===== src/rtl/core/lifet_pkg.sv =====
`timescale 1ns / 1ps
// ----------------------------------------------------------------------------
// lifet_pkg: shared types and constants of the life torus unit
// Request, response and configuration payloads, operation and register codes,
// sequencer states and the B3/S23 rule counts.
// ----------------------------------------------------------------------------
package lifet_pkg;

  // default grid capacity
  localparam int DEF_MAX_COLUMNS = 64;
  localparam int DEF_MAX_ROWS    = 64;

  // payload field widths
  localparam int COLUMN_W    = 6;
  localparam int ROW_W       = 6;
  localparam int GRID_W      = 7;
  localparam int CFG_INDEX_W = 2;

  // grid size after reset
  localparam logic [GRID_W-1:0] GRID_RESET = 7'd64;

  // neighbour counts of the rule
  localparam logic [3:0] BIRTH_COUNT = 4'd3;
  localparam logic [3:0] KEEP_COUNT  = 4'd2;

  // request operations
  typedef enum logic [1:0] {
    KIND_WRITE = 2'd0,
    KIND_STEP  = 2'd1,
    KIND_READ  = 2'd2
  } kind_t;

  // configuration register indexes
  typedef enum logic [CFG_INDEX_W-1:0] {
    CFG_GRID_WIDTH  = 2'd0,
    CFG_GRID_HEIGHT = 2'd1
  } cfg_reg_t;

  typedef struct packed {
    kind_t               kind;
    logic [COLUMN_W-1:0] column;
    logic [ROW_W-1:0]    row;
    logic                cell_in;
  } req_t;

  typedef struct packed {
    logic cell_out;
    logic unchanged;
    logic out_of_range;
  } rsp_t;

  typedef struct packed {
    logic [CFG_INDEX_W-1:0] index;
    logic [GRID_W-1:0]      value;
  } cfg_t;

  // sequencer states
  typedef enum logic [3:0] {
    ST_CLEAR,
    ST_IDLE,
    ST_ACC,
    ST_LOAD,
    ST_CELL,
    ST_STORE,
    ST_COPY_RD,
    ST_COPY_WR,
    ST_DONE
  } state_t;

endpackage


===== src/rtl/core/lifet_rule.sv =====
`timescale 1ns / 1ps
// ----------------------------------------------------------------------------
// lifet_rule: shared neighbour count and B3/S23 rule
// Counts the eight neighbour bits of one cell and gives its next state.
// ----------------------------------------------------------------------------
module lifet_rule (
  input  logic [7:0] nbr,
  input  logic       alive,
  output logic       alive_next
);
  import lifet_pkg::*;

  logic [3:0] count;

  // population count of the neighbourhood
  always_comb begin
    count = '0;
    for (int i = 0; i < 8; i++) begin
      count = count + {3'b000, nbr[i]};
    end
  end

  // born on three, kept on two
  assign alive_next = (count == BIRTH_COUNT) || ((count == KEEP_COUNT) && alive);

endmodule


===== config.mk =====
export PLATFORM = sky130hd
export DESIGN_NAME = lifet_rule
export DESIGN_NICKNAME = d
export VERILOG_FILES = /design/src/rtl/core/lifet_pkg.sv /design/src/rtl/core/lifet_rule.sv
export SDC_FILE = /design/constraint.sdc
export NUM_CORES = 1
export LEC_CHECK = 0
export ABC_AREA = 1
export BUFFER_PORTS_ARGS = -buffer_cell sky130_fd_sc_hd__buf_2
export CAP_MARGIN = 20
export CORE_AREA = 2 2 39 41
export DETAILED_ROUTE_END_ITERATION = 16
export DIE_AREA = 0 0 41 43
export GPL_ROUTABILITY_DRIVEN = 0
export MAX_ROUTING_LAYER = met4
export SYNTH_ARGS = -nofsm -noshare
export SYNTH_HDL_FRONTEND = slang
export SYNTH_SLANG_ARGS = --single-unit

===== constraint.sdc =====
create_clock -name vclk -period 3.4
set_input_delay 0.51 -clock vclk [all_inputs]
set_output_delay 0.51 -clock vclk [all_outputs]
set_load 0.03 [all_outputs]

* Word-level counts from Yosys, hierarchy flattened *
Index checks and enable logic that the tools add are counted.

storage, ports and cells
  bits in registers = 0
  output and inout bits = 1
  word-level logic and storage cells = 11

operators by class
  equal/unequal tests = 2
  reductions and logical operators = 2
  add/subtract/negate cells = 7

operators with widths
  kind                count
  $add 4x1->4         4
  $eq 4x2->1 const B  2
  $add 3x1->4         1
  $add 2x1->3         1
  $add 1x1->2         1
  $logic_and 1x1->1   1
  $logic_or 1x1->1    1

* Logic depth before layout (Yosys ltp) *
  word-level depth = 10
  gate-level depth with buffers = 10
  mapped depth without buffers = 10

* Worst setup path before layout *
OpenSTA, ideal clock, no wires.

  path kind = input to output
  start point = input nbr[0]
  end point = output alive_next
  required time = 2.890 ns
  path slack = -0.385 ns
  arrival = 3.275 ns
  cell stages on the path = 9
  buffers on the path = 0
  cell sequence = inv_1 fa_1 fa_1 fa_1 inv_1 ha_1 fa_1 nand3_1 a21oi_1

on the way
  word-level cells in the longest chain between the ends = 10
  elaborated cells on any way between the ends = 11
  classes of those cells = add/sub (7); eq/ne (2); reduce/logical (2)

ends and longest elaborated chain
  element                        RTL line          text
  start, declared                lifet_rule.sv:7   input logic [7:0] nbr,
  $add 1x1->2 (*)                lifet_rule.sv:19  count = count + {3'b000, nbr[i]};
  $add 2x1->3 (*)                lifet_rule.sv:19
  $add 3x1->4 (*)                lifet_rule.sv:19
  $add 4x1->4 (*) (4 in series)  lifet_rule.sv:19
  $eq 4x2->1                     lifet_rule.sv:24  assign alive_next = (count == BIRTH_COUNT) || ((count == KEEP_COUNT) && alive);
  $logic_and 1x1->1              lifet_rule.sv:24
  $logic_or 1x1->1 (*)           lifet_rule.sv:24
  end, declared                  lifet_rule.sv:9   output logic alive_next

Every way passes the cells marked *; elsewhere a longest branch is shown, timed or not.

* Worst setup path in the final report *
  start point = input nbr[3]
  end point = output alive_next

on the way
  word-level cells in the longest chain between the ends = 8
  elaborated cells on any way between the ends = 9
  classes of those cells = add/sub (5); eq/ne (2); reduce/logical (2)

ends and longest elaborated chain
  element                        RTL line
  $add 3x1->4 (*)                lifet_rule.sv:19
  $add 4x1->4 (*) (4 in series)  lifet_rule.sv:19
  $eq 4x2->1                     lifet_rule.sv:24
  $logic_and 1x1->1              lifet_rule.sv:24
  $logic_or 1x1->1 (*)           lifet_rule.sv:24

Marks and branches as above.

==> key figures <==
Layout
  • Seq cells: 0
  • Layout area overhead: 51.9%
  • Fillers: about 160
  • Final Core Density: 22.0%
  • CLK BUF: 0
  • Non-filler cells, final: 54
  • Final nets: 56
  • ANT cells: 0
  • Register area: 0 um^2
  • Layout cells sized above 1: around two fifths

Setup path
  • Delay-heaviest family, CP: adder cells
  • Largest stage delay, worst path: around 540 ps
  • Arrival @ worst endpoint: 3160 ps
  • Critical path depth: 11
  • Crit end category: output port
  • Startpoint types: input port
  • Critical setup path kind: in -> out
  • Required time of the worst setup path: 2890 ps
  • Slowest CP cell: fa_1
  • Critical-path cell list: buf_6 > inv_2 > fa_1 > fa_1 > fa_1 > inv_1 > ha_2 > fa_2 > nand3_2 > a21oi_4 > buf_6
  • Crit-path most repeated cell: fa_1
  • Worst path bufs/invs: 4
  • Worst-path maximum fanout: 2

Synthesis
  • Synth top cells by count: inv_1, fa_1, ha_1, nand2_1, nand3_1
  • Cell count after synthesis: 28
  • Syn nets: 44
  • Sequential share of the synthesized area: 0%
  • Top-count cell post-synth: inv_1
  • Synth area leader: fa_1
  • Yosys warnings: 0
  • Synth top area share: 40.0%
  • Avg Inst Size Synth: just over 7 um^2
  • Count of cell types in the netlist: 6
  • Top post-synthesis cells by area: fa_1, inv_1, ha_1
  • Cell area after synthesis: around 200 um^2

GRT
  • Initial antenna violation count: 0
  • Gr ovfl total: 0
  • Number of global-route vias before repair: around 160
  • Layer carrying the most global-route usage: met2
  • Largest net degree at the start of global routing: 3
  • GR Util met1: 4.44%
  • First-pass GRT wire length: 545 um
  • GRT Resource Usage Total: ~4.3%
  • Met3 usage: 0%
  • Met2 Usage GRT: between 8 and 9%

Timing
  • Fmax: 0.272 GHz
  • RSZ-0062 raised after global routing: yes
  • Worst-Margin Slew: 144 ps
  • Final setup margin: -271 ps
  • Fin. max-slew vios: 0
  • Setup TNS: -271 ps
  • Final worst-path cycle share: 108%
  • Final min period: ~3700 ps
  • Slew HR: ~90%
  • Final setup vio count: 1
  • Final hold vios: 0

Pwr
  • PD cells: 327 mW/mm^2
  • Internal Dissipation: between 0.00004 and 0.00005 W
  • Switching share of power: around 54%
  • Reg power frac: 0%
  • VDD IR-drop max: between 0.05 and 0.06 mV
  • Combinational group share of total power: 100.0%
  • Clock network power share: 0%
  • NetSw: approximately 0.000054 W
  • Static leakage: about 0.18 nW
  • Power, Total: between 0.00009 and 0.0001 W

Worst hold path
  • Worst hold path type: in -> out
  • WHS Path Cells: 6

Floorplanning
  • Die span in y: 43 um
  • # IOs: 10
  • Core ar.: about 0.0014 mm^2
  • Die X: just over 40 um
  • Starting Density: roughly 14%
  • DIE AREA: ~0.0018 mm^2
  • Row count: 14

Placement
  • DP HPWL: 326 um
  • # port buffers: 10
  • Placed Cells: 54

Detailed routing
  • Iteration-0 DRC Markers: 0
  • DR vias/cell: approximately 3.3
  • Via count: about 180
  • WL per Instance: 6.07 um
  • WL final: roughly 330 um
  • Antenna-violating nets left: 0
  • DRT Pass-1 Iters: 1
  • DRC: 0

CTS
  • Hold-fix buffers at CTS: 0
  • Buffer count from post-CTS setup fixing: 0

Status
  • Failing checks: setup timing
  • Outcome: complete, but fails checks

Run
  • Max_cap viols: 0
[per-layer routing]
layer / up-vias / routed length, um
li1: 95 / -
met1: 77 / 124
met2: 4 / 187
met3: 0 / 17
met4: 0 / 0
met5: - / 0
[cell families (layout without fill, tap and decap cells)]
| group | after synthesis | after routing | synth area share [%] |
|---|---|---|---|
| buffers and inverters | 15 | 25 | 28.1 |
| AND/OR/NAND/NOR | 5 | 5 | 10.6 |
| AO/OA/AOI/OAI | 1 | 1 | 2.50 |
| adder cells (fa/ha/maj) | 7 | 7 | 58.8 |
[worst min-delay path, cell delays in order]
cell	delay [ps]
buf_2	90
inv_1	40
nand2_1	50
nand3_2	90
a21oi_4	30
buf_6	130
[layout make-up]
class                           count  area, um^2  area share (%)
Multi-Input combinational cell     13         165            54.3
Timing Repair Buffer               10        62.6            20.6
Inverter                           15        56.3            18.5
Tap cell                           16        20.0            6.58
[final timing paths]
path              startpoint          to
setup / recovery      nbr[3]  alive_next
hold / removal         alive  alive_next
[stage by stage]
step	worst slack, ps	hold WS [ps]	cell area [um^2]
2_1_floorplan	-111	1240	219
4_1_cts	-312	1460	295
3_3_place_gp	-343	1490	289
5_1_grt	-375	1500	304
6_report	-271	1460	304
3_5_place_dp	-349	1490	289
[cells in the final DEF (no fill, tap or decap), drive strengths merged]
cell / synthesis / layout
buf: 0 / 10
nand2: 3 / 3
nand3: 2 / 2
inv: 15 / 15
fa: 4 / 4
a21oi: 1 / 1
ha: 3 / 3
[repair_timing]
item                                    CTS  global route
gates resized for setup                   2             3
pin swaps                                 0             1
endpoints found under the setup margin    1             1
[power by group through the flow]
stage	registers, W	logic (W)	clock network [W]
global placement	0	0.0000911	0
CTS	0	0.000100	0
global route	0	0.000114	0
detailed placement	0	0.0000917	0
floorplan	0	0.0000709	0
finish	0	0.0000995	0
(Power assumes the default switching activity.)
